--- config.mk ---
export PLATFORM = sky130hd
export DESIGN_NAME = stable_priority_queue
export DESIGN_NICKNAME = d
export VERILOG_FILES = /design/src/design/spq_pkg.sv /design/src/design/spq_cell.sv /design/src/design/stable_priority_queue.sv
export VERILOG_INCLUDE_DIRS = /design/src /design/src/design
export SDC_FILE = /design/constraint.sdc
export NUM_CORES = 1
export LEC_CHECK = 0
export BUFFER_PORTS_ARGS = -buffer_cell sky130_fd_sc_hd__clkbuf_2
export CAP_MARGIN = 30
export CORE_MARGIN = 2
export CORE_UTILIZATION = 30
export DETAILED_ROUTE_END_ITERATION = 8
export GPL_ROUTABILITY_DRIVEN = 0
export SLEW_MARGIN = 20
export SYNTH_ARGS = -nofsm -noshare
export SYNTH_HDL_FRONTEND = slang
export SYNTH_HIERARCHICAL = 1
export SYNTH_SLANG_ARGS = --single-unit
export TNS_END_PERCENT = 10
--- constraint.sdc ---
create_clock -name clk -period 10.5 [get_ports clk]
set_input_delay 1.575 -clock clk [delete_from_list [all_inputs] [get_ports clk]]
set_output_delay 1.575 -clock clk [all_outputs]
set_load 0.02 [all_outputs]
--- src/design/stable_priority_queue_defines.svh ---
// ---------------------------------------------------------------------------
// stable_priority_queue_defines.svh
// Assertion helpers shared by the priority queue RTL.
// ---------------------------------------------------------------------------
`ifndef STABLE_PRIORITY_QUEUE_DEFINES_SVH
`define STABLE_PRIORITY_QUEUE_DEFINES_SVH

// Clocked check, off while reset is high.
`define SPQ_ASSERT(label, prop, msg) \
  label: assert property (@(posedge clk) disable iff (rst) prop) else $error(msg);

// Same check, but also evaluated during reset.
`define SPQ_ASSERT_ALWAYS(label, prop, msg) \
  label: assert property (@(posedge clk) prop) else $error(msg);

`endif

--- src/design/spq_pkg.sv ---
// ---------------------------------------------------------------------------
// spq_pkg
// Shared types and constants for the sorted priority queue.
// ---------------------------------------------------------------------------
package spq_pkg;

  localparam int DEPTH_DEF          = 16;
  localparam int PRIORITY_WIDTH_DEF = 8;
  localparam int HANDLE_WIDTH_DEF   = 16;
  localparam int STATUS_W           = 2;

  localparam logic OP_ENQ = 1'b0;
  localparam logic OP_DEQ = 1'b1;

  typedef enum logic [STATUS_W-1:0] {
    ST_DONE  = 2'd0,
    ST_FULL  = 2'd1,
    ST_EMPTY = 2'd2
  } spq_status_t;

  // Per-cycle command broadcast to every cell.
  typedef struct packed {
    logic enq;  // accepted enqueue, queue not full
    logic deq;  // accepted dequeue, queue not empty
  } spq_ctl_t;

endpackage

--- src/design/spq_cell.sv ---
// ---------------------------------------------------------------------------
// spq_cell
// One slot of the sorted queue: holds an entry, shifts toward the tail on
// insert ahead of it, toward the head on dequeue.
// ---------------------------------------------------------------------------
module spq_cell #(
  parameter int IDX            = 0,
  parameter int DEPTH          = spq_pkg::DEPTH_DEF,
  parameter int PRIORITY_WIDTH = spq_pkg::PRIORITY_WIDTH_DEF,
  parameter int HANDLE_WIDTH   = spq_pkg::HANDLE_WIDTH_DEF
) (
  input  logic                        clk,
  input  spq_pkg::spq_ctl_t           ctl,
  input  logic [$clog2(DEPTH+1)-1:0]  count,
  input  logic [HANDLE_WIDTH-1:0]     new_handle,
  input  logic [PRIORITY_WIDTH-1:0]   new_prio,
  input  logic                        lt_prev,
  input  logic [HANDLE_WIDTH-1:0]     prev_handle,
  input  logic [PRIORITY_WIDTH-1:0]   prev_prio,
  input  logic [HANDLE_WIDTH-1:0]     next_handle,
  input  logic [PRIORITY_WIDTH-1:0]   next_prio,
  output logic                        lt,
  output logic [HANDLE_WIDTH-1:0]     slot_handle,
  output logic [PRIORITY_WIDTH-1:0]   slot_prio
);

  localparam int CW = $clog2(DEPTH+1);

  logic occupied;
  logic at_tail;

  assign occupied = CW'(IDX) < count;
  assign at_tail  = CW'(IDX) == count;
  // Stored entry ranks below the incoming one: it moves back.
  assign lt       = occupied && (slot_prio < new_prio);

  always_ff @(posedge clk) begin
    if (ctl.enq) begin
      if (lt_prev) begin
        slot_handle <= prev_handle;
        slot_prio   <= prev_prio;
      end else if (lt || at_tail) begin
        slot_handle <= new_handle;
        slot_prio   <= new_prio;
      end
    end else if (ctl.deq) begin
      slot_handle <= next_handle;
      slot_prio   <= next_prio;
    end
  end

endmodule

--- src/design/stable_priority_queue.sv ---
// ---------------------------------------------------------------------------
// stable_priority_queue
// Bounded priority queue kept sorted in a row of shifting slot cells.
// ---------------------------------------------------------------------------
// Usage:
//   Input channel (in_valid/in_ready) carries one word per operation:
//   opcode 0 enqueues {item_handle, item_priority}, opcode 1 dequeues the
//   head. Higher priority is served first; equal priorities leave in
//   arrival order.
//   Output channel (out_valid/out_ready) returns one word per operation:
//   status (done, full, empty), the dequeued handle and priority (zero
//   otherwise) and the occupancy after the operation.
//   The result word is registered, valid the cycle after the input is taken.
//   Throughput: one operation per cycle while the output is not stalled.
//   All cells compare against the incoming priority in parallel and shift
//   in the same edge.
//   A stalled receiver holds the output register; in_ready drops until
//   that word is taken, so nothing is lost or repeated.
//   Reset (rst, synchronous) empties the queue and clears out_valid; slot
//   contents are left as they are and only slots below the count are read.
// ---------------------------------------------------------------------------
`include "stable_priority_queue_defines.svh"

module stable_priority_queue #(
  parameter int DEPTH          = spq_pkg::DEPTH_DEF,
  parameter int PRIORITY_WIDTH = spq_pkg::PRIORITY_WIDTH_DEF,
  parameter int HANDLE_WIDTH   = spq_pkg::HANDLE_WIDTH_DEF
) (
  input  logic                             clk,
  input  logic                             rst,
  input  logic                             in_valid,
  output logic                             in_ready,
  input  logic                             opcode,
  input  logic [HANDLE_WIDTH-1:0]          item_handle,
  input  logic [PRIORITY_WIDTH-1:0]        item_priority,
  output logic                             out_valid,
  input  logic                             out_ready,
  output logic [spq_pkg::STATUS_W-1:0]     status,
  output logic [HANDLE_WIDTH-1:0]          out_handle,
  output logic [PRIORITY_WIDTH-1:0]        out_priority,
  output logic [$clog2(DEPTH+1)-1:0]       occupancy
);

  localparam int CW = $clog2(DEPTH+1);

  // Entry count and per-cell chain signals.
  logic [CW-1:0]             count;
  logic [CW-1:0]             count_next;
  logic [HANDLE_WIDTH-1:0]   hnd [DEPTH];
  logic [PRIORITY_WIDTH-1:0] pri [DEPTH];
  logic                      lt  [DEPTH];

  logic                      accept;
  logic                      full;
  logic                      empty;
  spq_pkg::spq_ctl_t         ctl;
  spq_pkg::spq_status_t      status_next;

  // A word is taken whenever the output register is free or draining.
  assign in_ready = !out_valid || out_ready;
  assign accept   = in_valid && in_ready;
  assign full     = count == CW'(DEPTH);
  assign empty    = count == '0;

  assign ctl.enq = accept && (opcode == spq_pkg::OP_ENQ) && !full;
  assign ctl.deq = accept && (opcode == spq_pkg::OP_DEQ) && !empty;

  // Slot row: cell 0 is the head. Each cell sees its head-side neighbor's
  // "ranks below new" flag chain and both neighbors' contents.
  for (genvar i = 0; i < DEPTH; i++) begin : g_cell
    logic                      lt_prev_i;
    logic [HANDLE_WIDTH-1:0]   prev_h, next_h;
    logic [PRIORITY_WIDTH-1:0] prev_p, next_p;

    if (i == 0) begin : g_head
      assign lt_prev_i = 1'b0;
      assign prev_h    = item_handle;
      assign prev_p    = item_priority;
    end else begin : g_mid
      assign lt_prev_i = lt[i-1];
      assign prev_h    = hnd[i-1];
      assign prev_p    = pri[i-1];
    end

    if (i == DEPTH-1) begin : g_tail
      assign next_h = hnd[i];
      assign next_p = pri[i];
    end else begin : g_body
      assign next_h = hnd[i+1];
      assign next_p = pri[i+1];
    end

    spq_cell #(
      .IDX            (i),
      .DEPTH          (DEPTH),
      .PRIORITY_WIDTH (PRIORITY_WIDTH),
      .HANDLE_WIDTH   (HANDLE_WIDTH)
    ) u_cell (
      .clk         (clk),
      .ctl         (ctl),
      .count       (count),
      .new_handle  (item_handle),
      .new_prio    (item_priority),
      .lt_prev     (lt_prev_i),
      .prev_handle (prev_h),
      .prev_prio   (prev_p),
      .next_handle (next_h),
      .next_prio   (next_p),
      .lt          (lt[i]),
      .slot_handle (hnd[i]),
      .slot_prio   (pri[i])
    );
  end

  // Count and result status for the word being taken.
  always_comb begin
    count_next  = count;
    status_next = spq_pkg::ST_DONE;
    if (opcode == spq_pkg::OP_ENQ) begin
      if (full) begin
        status_next = spq_pkg::ST_FULL;
      end else begin
        count_next = count + CW'(1);
      end
    end else begin
      if (empty) begin
        status_next = spq_pkg::ST_EMPTY;
      end else begin
        count_next = count - CW'(1);
      end
    end
  end

  always_ff @(posedge clk) begin
    if (rst) begin
      count     <= '0;
      out_valid <= 1'b0;
    end else begin
      if (accept) begin
        count <= count_next;
      end
      if (accept) begin
        out_valid <= 1'b1;
      end else if (out_ready) begin
        out_valid <= 1'b0;
      end
    end
  end

  // Output payload; head cell is read before this edge's shift.
  always_ff @(posedge clk) begin
    if (accept) begin
      status    <= status_next;
      occupancy <= count_next;
      if (ctl.deq) begin
        out_handle   <= hnd[0];
        out_priority <= pri[0];
      end else begin
        out_handle   <= '0;
        out_priority <= '0;
      end
    end
  end

  `SPQ_ASSERT(a_count_bound, count <= CW'(DEPTH),
    "entry count above depth")
  `SPQ_ASSERT(a_full_reject,
    accept && opcode == spq_pkg::OP_ENQ && full |=>
      out_valid && status == spq_pkg::ST_FULL && count == CW'(DEPTH),
    "full enqueue not rejected")
  `SPQ_ASSERT(a_deq_count,
    ctl.deq |=> status == spq_pkg::ST_DONE && count == $past(count) - CW'(1),
    "dequeue count mismatch")
  `SPQ_ASSERT_ALWAYS(a_stall_block, out_valid && !out_ready |-> !in_ready,
    "input taken while result stalled")

endmodule
# [After elaboration in Yosys (flattened, before gate mapping)]
# Cells that the tools add are included.
# Widths: inputs -> output; s select.
[classes] add_sub_neg=2 n_mul=0 div=0 magnitude_cmp=32 n_eq_ne=31 shifts=0 muxes=130 bitwise_logic=1 reduce_logical=61
[ops] cell="$mux 16" count=61
[ops] cell="$mux 8" count=61
[ops] cell="$lt 8x8->1" count=16
[ops] cell="$ne 3x1->1 const B" count=14
[ops] cell="$eq 4x5->1 const A" count=8
[ops] cell="$lt 4x5->1 const A" count=8
[ops] cell="$reduce_and 2->1" count=16
[ops] cell="$logic_and 1x1->1" count=21
[ops] cell="$eq 3x5->1 const A" count=4
[ops] cell="$lt 3x5->1 const A" count=4
[ops] cell="$logic_or 1x1->1" count=17
[ops] cell="$mux 5" count=3
[ops] cell="$eq 2x5->1 const A" count=2
[ops] cell="$lt 1x5->1 const A" count=2
[ops] cell="$lt 2x5->1 const A" count=2
[ops] cell="$reduce_bool 2->1" count=3
[ops] cell="$add 5x1->5 const B" count=1
[ops] cell="$eq 1x5->1 const A" count=1
[ops] cell="$eq 5x5->1 const B" count=1
[ops] cell="$logic_not 5->1" count=1
[ops] cell="$sub 5x1->5 const B" count=1
[ops] cell="$mux 2" count=2
[ops] cell="$logic_not 1->1" count=3
[ops] cell="$mux 1" count=3
[ops] cell="other kinds (2)" count=2
[totals] reg_bits=421 latchBits=0 ramBits=0 romBits=0 in_bits=29 out_inout_bits=33 elab_cells=295 mem_count=0

# [Depth between registers and ports, before layout]
# Gate-level depths: netlist of the first run.
[logic_depth] ltp_word=7 ltp_mapped=10 depth_no_buf=9

# [Hierarchy]
# The synthesis of the first run kept the hierarchy.
[modules_own_cells] module="spq_cell (g_cell[12].u_cell ...)" instances=2 cells_per_inst=133 area_each_um2=1441.4 seq_area_each_um2=720.7
[modules_own_cells] module="stable_priority_queue" instances=1 cells_per_inst=121 area_each_um2=1571.5 seq_area_each_um2=1051.0
[modules_own_cells] module="spq_cell (g_cell[10].u_cell)" instances=1 cells_per_inst=139 area_each_um2=1492.7 seq_area_each_um2=720.7
[modules_own_cells] module="spq_cell (g_cell[14].u_cell)" instances=1 cells_per_inst=137 area_each_um2=1452.6 seq_area_each_um2=720.7
[modules_own_cells] module="spq_cell (g_cell[0].u_cell)" instances=1 cells_per_inst=135 area_each_um2=1448.9 seq_area_each_um2=720.7
[modules_own_cells] module="spq_cell (g_cell[9].u_cell)" instances=1 cells_per_inst=133 area_each_um2=1448.9 seq_area_each_um2=720.7
[modules_own_cells] module="spq_cell (g_cell[2].u_cell)" instances=1 cells_per_inst=133 area_each_um2=1447.6 seq_area_each_um2=720.7
[modules_own_cells] module="spq_cell (g_cell[8].u_cell)" instances=1 cells_per_inst=134 area_each_um2=1445.1 seq_area_each_um2=720.7
[modules_own_cells] module="spq_cell (g_cell[11].u_cell)" instances=1 cells_per_inst=133 area_each_um2=1438.9 seq_area_each_um2=720.7
[modules_own_cells] module="spq_cell (g_cell[6].u_cell)" instances=1 cells_per_inst=132 area_each_um2=1436.4 seq_area_each_um2=720.7
[modules_own_cells] module="spq_cell (g_cell[4].u_cell)" instances=1 cells_per_inst=133 area_each_um2=1433.9 seq_area_each_um2=720.7
[modules_own_cells] module="spq_cell (g_cell[1].u_cell)" instances=1 cells_per_inst=132 area_each_um2=1432.6 seq_area_each_um2=720.7
[modules_own_cells] module="spq_cell (g_cell[15].u_cell)" instances=1 cells_per_inst=134 area_each_um2=1430.1 seq_area_each_um2=720.7
[modules_own_cells] module="spq_cell (g_cell[7].u_cell)" instances=1 cells_per_inst=132 area_each_um2=1428.9 seq_area_each_um2=720.7
[modules_own_cells] module="2 more rows"

# [Least setup slack after synthesis of the first run]
# OpenSTA, ideal clock, no wires.
[synth_path] path_type="in2reg" from="input port out_ready" to="register g_cell[15].u_cell.slot_handle[0], enable pin" setup_ps=413 arrival_ps=4691 required_time_ps=10087 slack_ps=5397 path_stages=8 n_path_buf=3 cell_sequence="nand2b_1 > nand2_1 > clkbuf_1 > nor2_1 > clkbuf_1 > clkbuf_1 > nand4b_1 > o211ai_1"
[synth_rtl] item="start, declared" line="stable_priority_queue.sv:37" source="input logic out_ready,"
[synth_rtl] item="end signal, assigned" line="spq_cell.sv:40" source="slot_handle <= prev_handle;"
[synth_rtl] item="end signal, assigned" line="spq_cell.sv:43" source="slot_handle <= new_handle;"
[synth_rtl] item="end signal, assigned" line="spq_cell.sv:47" source="slot_handle <= next_handle;"
[synth_rtl] item="end, declared" line="spq_cell.sv:23" source="output logic [HANDLE_WIDTH-1:0] slot_handle,"

==> results of run 1 <==
cells in the final DEF, fill, tap and decap left out, types with 4 or more instances in the layout:
master / n
a21o_1: 8
a211o_1: 7
nor3_1: 8
a31oi_1: 7
nand2b_1: 16
buf_16: 4
a2111oi_2: 9
clkinv_1: 14
o22a_1: 4
clkinv_2: 11
mux2i_1: 387
clkbuf_16: 47
ha_1: 114
inv_1: 121
nand3_1: 11
nand4_1: 7
clkbuf_2: 61
buf_4: 31
a211oi_1: 5
edfxtp_1: 415
o21ai_0: 9
o31a_2: 7
a21oi_1: 407
nand2_1: 21
o211a_1: 5
o21a_1: 15
nand3b_1: 9
nor2_1: 404
and2_1: 25
o22a_2: 6
clkbuf_1: 8
nor2_4: 4
dfxtp_1: 6
how the worst max path moves through the flow:
stage                                                              to  slack (ns)  cells past startpoint
after CTS                 g_cell[12].u_cell/slot_handle[11]$_DFFE_PP_        5.95                      8
after floorplan            g_cell[15].u_cell/slot_handle[0]$_DFFE_PP_        5.40                      8
final                       g_cell[6].u_cell/slot_handle[4]$_DFFE_PP_        6.09                      8
after global routing        g_cell[8].u_cell/slot_handle[5]$_DFFE_PP_        5.84                      9
after detailed placement  g_cell[12].u_cell/slot_handle[12]$_DFFE_PP_        5.34                      8
after global placement    g_cell[12].u_cell/slot_handle[11]$_DFFE_PP_        5.18                      7
critical path, stage by stage:
cell	delay [ns]
clkbuf_2	0.07
nand2b_1	0.13
nand2_1	0.27
nor2_4	0.84
buf_12	0.60
buf_4	0.44
buf_16	0.33
a21oi_1	0.11
layout make-up:
type | count | area share, %
clock buffer | 55 | 4.40
clock inverter | 31 | 0.821
inverter | 121 | 1.66
multi-input combinational | 1571 | 39.6
sequential | 421 | 45.9
tap | 1070 | 4.88
timing repair buffer | 103 | 2.79
registers in the layout (all words and copies together) (netlist names):
name / cells
count: 5
g_cell.u_cell/slot_handle: 256
g_cell.u_cell/slot_prio: 128
occupancy: 5
out_handle: 16
out_priority: 8
out_valid: 1
status: 2
per-layer routing:
metal  track usage (%)  wire [um]  share of wire, %  vias to the layer above
met5                 0          0                 0                        -
met1              19.9      29300                51                     7619
met2              20.6      25000                43                      300
met4              3.21       1090               1.9                        0
met3              1.71       2200               3.8                       68
li1                  -          -                 -                     8343
where the power goes:
| part | internal (mW) | switching [mW] |
|---|---|---|
| Clock | 0.875 | 0.688 |
| Combinational | 0.270 | 0.440 |
| Sequential | 2.04 | 0.0907 |
| Total | 3.19 | 1.22 |
==> impl_metrics.yaml, run 1 <==
global_route:
  grt_pass1_vias: 15700
  grt_usage_pct: 13.4
  overflow: 0
  antenna_found_initial: 0
  grt_pass1_wl_um: 92200
  grt_max_degree: 230
sta:
  hold_ws_ns: 0.530
  final.setup.worst_slack_ns: 6.09
  fmax_ghz: 0.227
  finalSetupViolCount: 0
  fin_tns_setup_ns: 0
  finClkSkew_ns: 0.0191
  report.final.slew_viol_count: 0
  finalCritPeriodShare_pct: 42.0
  hold_violations: 0
  worst_pin_slew_ns: 1.05
  final.min_clock_period_ns: 4.41
  rsz0062_at_grt: "no"
  maxSlewHeadroom_pct: 30.1
power_and_ir_drop:
  p_per_area_mw_per_mm2: 161
  p_total_mw: 4.40
  peakVddDrop_mv: 0.106
  leakage_nw: 9.83
final_layout:
  num-nets-final: 2408
  post-route-util_pct: 33.6
  diodes: 0
  drive_gt1_share_pct: 9.47
  syn_to_final_growth_pct: 11.4
  multi_input_area_mm2: 0.0109
  fill_cells: 8292
  design_area_mm2: 0.0274
  ff_latch_area_mm2: 0.0126
  instances_no_fill: 3372
status:
  status: "complete, no violations"
clock_network:
  cts_sinks: 421
  post_cts_resized: 0
  path_clk_slew_ns: 0.05
  insertion_delay_ns: 0.59
  cts_htree_levels: 2
  root_buffer: "clkbuf_16"
  cts_tree: "built"
  hold_buffers: 0
  cts_buffer_depth: 3
  post_cts_buffers: 0
  cts_buffers: 47
route:
  dr.pass1.iters: 5
  drt_wl_total_um: 57600
  drt_iter0_markers: 1170
  drc: 0
  wl_per_cell_um: 17.1
  antenna_left: 0
  via_count: 16300
  vias_per_cell: 4.84
worst_setup_path:
  worst_ep_required_time_ns: 10.81
  r2r-start: "count[1]$_SDFFE_PP0P_"
  rr_endpoint: "g_cell[6].u_cell/slot_handle[4]$_DFFE_PP_"
  setup.worst_path.end_class: "flip-flop"
  crit_start: "out_ready"
  reg2reg_slack_ns: 6.13
  path_class: "in2reg"
  start_kind: "primary input"
  worstPathArrival_ns: 4.72
  crit_path_max_fanout: 229
  rr_worst_depth: 10
logic_synthesis:
  syn_nets: 2403
  avgSynthCellArea_um2: 10.9
  syn_area_mm2: 0.0246
  synthCells: 2260
  yosys_warnings: 6
min_path:
  worstHoldPathCells: 2
  holdPathEnd: "out_valid$_SDFFE_PP0P_"
  min_path_type: "reg2reg"
  holdCritStartpoint: "out_valid$_SDFFE_PP0P_"
die:
  core_region_area_mm2: 0.0817
  die_h_um: 290
  fp-row-count: 105
  die_w_um: 290
  start_util_pct: 30.1
  ios: 62
  die_area_mm2: 0.0844
place:
  dpl.cell_count: 3284
  hpwl_um: 38700
  port_buffers: 61
  dpl_cell_area_mm2: 0.0259
  dp_slack_ns: 5.34
job:
  cap_viol_max_count: 0
Note: power is estimated with default switching activity, not from simulation.
==> run 2: changes to the inputs <==
ABC_AREA = 1   (was not set)
clock period = 4.5 ns   (was 10.5 ns; I/O delays follow)
==> run 2 against run 1 <==
Effect of this change:
- synthesized area is 6.3% higher
- critical path depth is 4 higher
- clock skew is 0.0068 ns higher
- critical path type is now reg2reg
==> impl_metrics.yaml, run 2 <==
die:
  die_h_um: 299
  core_region_area_mm2: 0.0866
  die_area_mm2: 0.0896
  die_w_um: 299
  start_util_pct: 30.2
  ios: 62
  fp-row-count: 108
route:
  wl_per_cell_um: 17.3
  antenna_left: 0
  dr.pass1.iters: 5
  vias_per_cell: 4.98
  via_count: 20800
  drt_iter0_markers: 1704
  drc: 0
  drt_wl_total_um: 72200
worst_setup_path:
  crit_path_max_fanout: 92
  slowest_delay_ns: 0.73
  rr_endpoint: "g_cell[7].u_cell/slot_handle[14]$_DFFE_PP_"
  path_class: "reg2reg"
  setup.worst_path.end_class: "flip-flop"
  start_kind: "flip-flop"
  reg2reg_slack_ns: 0.97
  worst_ep_required_time_ns: 4.83
  worstPathArrival_ns: 3.86
  cp_cell_sequence: "buf_4 -> inv_1 -> ha_1 -> nand2_1 -> nor2_1 -> nand2_1 -> nand2_1 -> nor2_4 -> buf_4 -> inv_1 -> nand2_1 -> o21ai_1"
  path_common_cell: "nand2_1"
  r2r-start: "count[0]$_SDFFE_PP0P_"
  crit_path_top_delay_cell: "buf_4"
  rr_worst_depth: 12
sta:
  maxSlewHeadroom_pct: 39.2
  rsz0062_at_grt: "no"
  worst_pin_slew_ns: 0.912
  finalSetupViolCount: 0
  finClkSkew_ns: 0.0260
  final.min_clock_period_ns: 3.53
  finalCritPeriodShare_pct: 78.4
  fmax_ghz: 0.283
  report.final.slew_viol_count: 0
  hold_violations: 0
global_route:
  grt_pass1_vias: 20600
  grt_usage_pct: 15.9
  globalRouteMet1Util_pct: 21.3
  met3_usage_pct: 2.38
  grt_pass1_wl_um: 115000
  grt_max_degree: 121
  grt_util_met2_pct: 26.8
  overflow: 0
  grt_most_used_layer: "met2"
  antenna_found_initial: 4
power_and_ir_drop:
  p_total_mw: 11.2
  leakage_nw: 11.6
  p_per_area_mw_per_mm2: 396
  peakVddDrop_mv: 0.264
logic_synthesis:
  syn_nets: 3132
  yosys_warnings: 6
  avgSynthCellArea_um2: 8.75
  synthCells: 2989
  syn_area_mm2: 0.0262
clock_network:
  post_cts_resized: 0
  hold_buffers: 0
  cts_htree_levels: 2
  post_cts_buffers: 0
  cts_buffer_depth: 3
  cts_tree: "built"
  path_clk_slew_ns: 0.06
  insertion_delay_ns: 0.59
  cts_buffers: 46
  root_buffer: "clkbuf_16"
  cts_sinks: 421
final_layout:
  reg_top3: "g_cell.u_cell/slot_handle: 256 flops, g_cell.u_cell/slot_prio: 128 flops, out_handle: 16 flops"
  instances_no_fill: 4187
  fill_cells: 8953
  layout_commonest_cell: "nand2_1"
  largest_reg_flops: 256
  mostFrequentLayoutCells: "766 x nand2_1, 481 x nor2_1, 415 x edfxtp_1"
  drive_gt1_share_pct: 13.3
  diodes: 0
  syn_to_final_growth_pct: 8.28
  num-nets-final: 3143
  regMostFlops: "g_cell.u_cell/slot_handle"
place:
  hpwl_um: 49600
  dpl.cell_count: 4106
  port_buffers: 61
min_path:
  min_path_type: "in2reg"
  worstHoldPathCells: 2
  holdPathEnd: "out_valid$_SDFFE_PP0P_"
  holdCritStartpoint: "rst"
status:
  status: "complete, no violations"
job:
  cap_viol_max_count: 0
run 2: worst max-delay path: cells and delay by family (launching register included):
family                     cells  cell delay, ns
DFF                            1            0.31
AOI/OAI and AO/OA              1            0.09
and+or+nand+nor                6            0.79
buffers and inverters          4            1.78
adders and majority gates      1            0.29
run 2: layer usage:
layer  vias up  wire [um]
met4         8       1530
li1      10100          -
met2       468      34600
met3       115       3500
met1     10200      32600
met5         -         52
run 2: metrics by stage:
stage	TNS (ns)	worst slack [ns]	hold slack (ns)	util, %	instance area [um^2]
2_1_floorplan	-22.07	-0.181	0.525	-	26200
3_3_place_gp	0	0.943	0.546	31.1	27000
3_5_place_dp	0	0.960	0.550	31.1	27000
4_1_cts	0	0.930	0.316	32.7	28300
5_1_grt	0	0.522	0.335	32.7	28300
6_report	0	0.970	0.352	32.7	28300
run 2: how the worst max path moves through the flow:
stage / startpoint / endpoint / slack, ns / cells past startpoint
global route: count[0]$_SDFFE_PP0P_ / g_cell[7].u_cell/slot_prio[7]$_DFFE_PP_ / 0.52 / 12
CTS: count[0]$_SDFFE_PP0P_ / g_cell[7].u_cell/slot_prio[7]$_DFFE_PP_ / 0.93 / 12
finish: count[0]$_SDFFE_PP0P_ / g_cell[7].u_cell/slot_handle[14]$_DFFE_PP_ / 0.97 / 12
detailed placement: item_priority[5] / g_cell[9].u_cell/slot_handle[11]$_DFFE_PP_ / 0.96 / 14
global placement: count[0]$_SDFFE_PP0P_ / g_cell[7].u_cell/slot_prio[7]$_DFFE_PP_ / 0.94 / 12
floorplan: count[1]$_SDFFE_PP0P_ / g_cell[11].u_cell/slot_handle[0]$_DFFE_PP_ / -0.18 / 10
run 2: area by class of cell:
class | count | area, um^2 | area share (%)
timing repair buffer | 122 | 808 | 2.85
sequential | 421 | 12600 | 44.4
clock inverter | 23 | 151 | 0.534
tap | 1155 | 1450 | 5.10
inverter | 280 | 1110 | 3.91
multi-input combinational | 2129 | 11000 | 39.0
clock buffer | 57 | 1190 | 4.21
run 2: power by group:
| group | internal (mW) | leakage [nW] | switching (mW) |
|---|---|---|---|
| clock network | 1.93 | 0.652 | 1.64 |
| registers | 4.95 | 3.98 | 0.315 |
| logic | 0.729 | 6.97 | 1.66 |
==> run 3: changes to the inputs <==
ABC_AREA = 0   (was 1)
clock period = 3 ns   (was 4.5 ns; I/O delays follow)
==> run 3 against run 2 <==
Effect of this change:
- clock-buffer cell count rose by 6
- routed wire length fell by 23%
- die area fell by 5.8%
- global-route usage is 2.9 points lower
- combinational power is 12% higher
- first-iteration DRC count is 43% lower
- power increased by 41%
- maximum frequency increased by 35%
- setup slack got worse by 0.58 ns
==> impl_metrics.yaml, run 3 (synthesis gave the netlist of run 1 again) <==
clock_network:
  cts_tree: "built"
  cts_buffers: 48
  insertion_delay_ns: 0.59
  hold_buffers: 0
  cts_buffer_depth: 3
  cts_htree_levels: 2
  post_cts_buffers: 0
  cts_sinks: 421
  root_buffer: "clkbuf_16"
  post_cts_resized: 0
  path_clk_slew_ns: 0.06
worst_setup_path:
  start_kind: "flip-flop"
  setup.worst_path.end_class: "flip-flop"
  crit_path_max_fanout: 111
  worst_ep_required_time_ns: 3.43
  path_class: "reg2reg"
  reg2reg_slack_ns: 0.39
  worstPathArrival_ns: 3.04
route:
  vias_per_cell: 4.87
  wl_per_cell_um: 16.1
  drt_wl_total_um: 55400
  drt_iter0_markers: 977
  dr.pass1.iters: 5
  antenna_left: 0
  drc: 0
  via_count: 16800
sta:
  final.min_clock_period_ns: 2.61
  report.final.slew_viol_count: 0
  worst_pin_slew_ns: 0.519
  maxSlewHeadroom_pct: 65.4
  finClkSkew_ns: 0.00936
  fin_tns_setup_ns: 0
  finalSetupViolCount: 0
  finalCritPeriodShare_pct: 86.9
  hold_violations: 0
  rsz0062_at_grt: "no"
  fmax_ghz: 0.384
power_and_ir_drop:
  swShare_pct: 26.9
  p_per_area_mw_per_mm2: 556
  p_total_mw: 15.8
  intPower_mw: 11.6
  pwr-share-comb_pct: 16.9
  p_seq_share_pct: 47.0
  peakVddDrop_mv: 0.434
  leakage_nw: 10.3
  p_switching_mw: 4.26
  pwr-share-clk_pct: 36.1
final_layout:
  drive_gt1_share_pct: 12.3
  syn_to_final_growth_pct: 15.6
  regMostFlops: "g_cell.u_cell/slot_handle"
  largest_reg_flops: 256
  post-route-util_pct: 34.8
  num-nets-final: 2475
  ff_latch_area_mm2: 0.0126
  reg_top3: "g_cell.u_cell/slot_handle: 256 flops, g_cell.u_cell/slot_prio: 128 flops, out_handle: 16 flops"
  layout_commonest_cell: "edfxtp_1"
  mostFrequentLayoutCells: "415 x edfxtp_1, 407 x a21oi_1, 404 x nor2_1"
  multi_input_area_mm2: 0.0109
  fill_cells: 8053
global_route:
  grt_usage_pct: 13.0
  met3_usage_pct: 1.93
  overflow: 0
  globalRouteMet1Util_pct: 17.2
  grt_pass1_vias: 17100
  antenna_found_initial: 2
  grt_most_used_layer: "met2"
  grt_util_met2_pct: 22.3
  grt_pass1_wl_um: 91500
  grt_max_degree: 112
min_path:
  min_path_type: "in2reg"
place:
  port_buffers: 61
  hpwl_um: 40800
die:
  die_h_um: 290
  die_w_um: 290
  fp-row-count: 105
  ios: 62
  die_area_mm2: 0.0844
  start_util_pct: 30.1
  core_region_area_mm2: 0.0817
status:
  status: "complete, no violations"
job:
  cap_viol_max_count: 0
## run 3: worst paths after layout
path                           from                                         to  cells after the start
max           count[1]$_SDFFE_PP0P_  g_cell[0].u_cell/slot_handle[7]$_DFFE_PP_                     10
min                        in_valid                     out_valid$_SDFFE_PP0P_                      3
max reg2reg   count[1]$_SDFFE_PP0P_  g_cell[0].u_cell/slot_handle[7]$_DFFE_PP_                     10
min reg2reg  out_valid$_SDFFE_PP0P_                     out_valid$_SDFFE_PP0P_                      2
## run 3: power by group through the flow
stage	clock network, mW	registers [mW]	logic [mW]
after floorplan	0	7.51	1.80
after global placement	0	7.53	2.59
after detailed placement	0	7.56	2.67
after CTS	5.89	7.44	2.68
after global routing	6.10	7.50	2.97
final	5.71	7.44	2.67
## run 3: critical path, cell delays in order, from the launching register on
cell and delay (ns):
dfxtp_4 0.35, inv_4 0.04, ha_4 0.16, or3b_4 0.28, o21bai_4 0.08, nor2_4 0.12
buf_12 0.19, buf_12 0.39, buf_12 0.43, nor2_1 0.10, a21oi_1 0.16
## run 3: through the flow
step | worst slack (ns) | hold WS, ns | std cells | cell area (um^2)
finish | 0.393 | 0.111 | 3441 | 28400
floorplan | -0.499 | 0.509 | 2260 | 24700
CTS | 0.455 | 0.0828 | 3440 | 28400
detailed placement | 0.0346 | 0.529 | 3352 | 26900
global placement | 0.0151 | 0.509 | 3352 | 26900
global route | 0.264 | 0.0991 | 3441 | 28400
## run 3: area by class of cell
type                            count  share of cell area [%]
Clock buffer                       63                    4.57
Sequential cell                   421                    44.3
Antenna cell                        1                 0.00880
Multi-Input combinational cell   1571                    38.3
Clock inverter                     25                   0.761
Inverter                          121                    1.61
Tap cell                         1070                    4.71
Timing Repair Buffer              169                    5.81
## run 3: per-layer routing
| layer | wire length (um) | vias to the layer above |
|---|---|---|
| li1 | - | 8483 |
| met1 | 25900 | 7887 |
| met2 | 26200 | 317 |
| met3 | 2210 | 71 |
| met4 | 1030 | 2 |
| met5 | 13 | - |
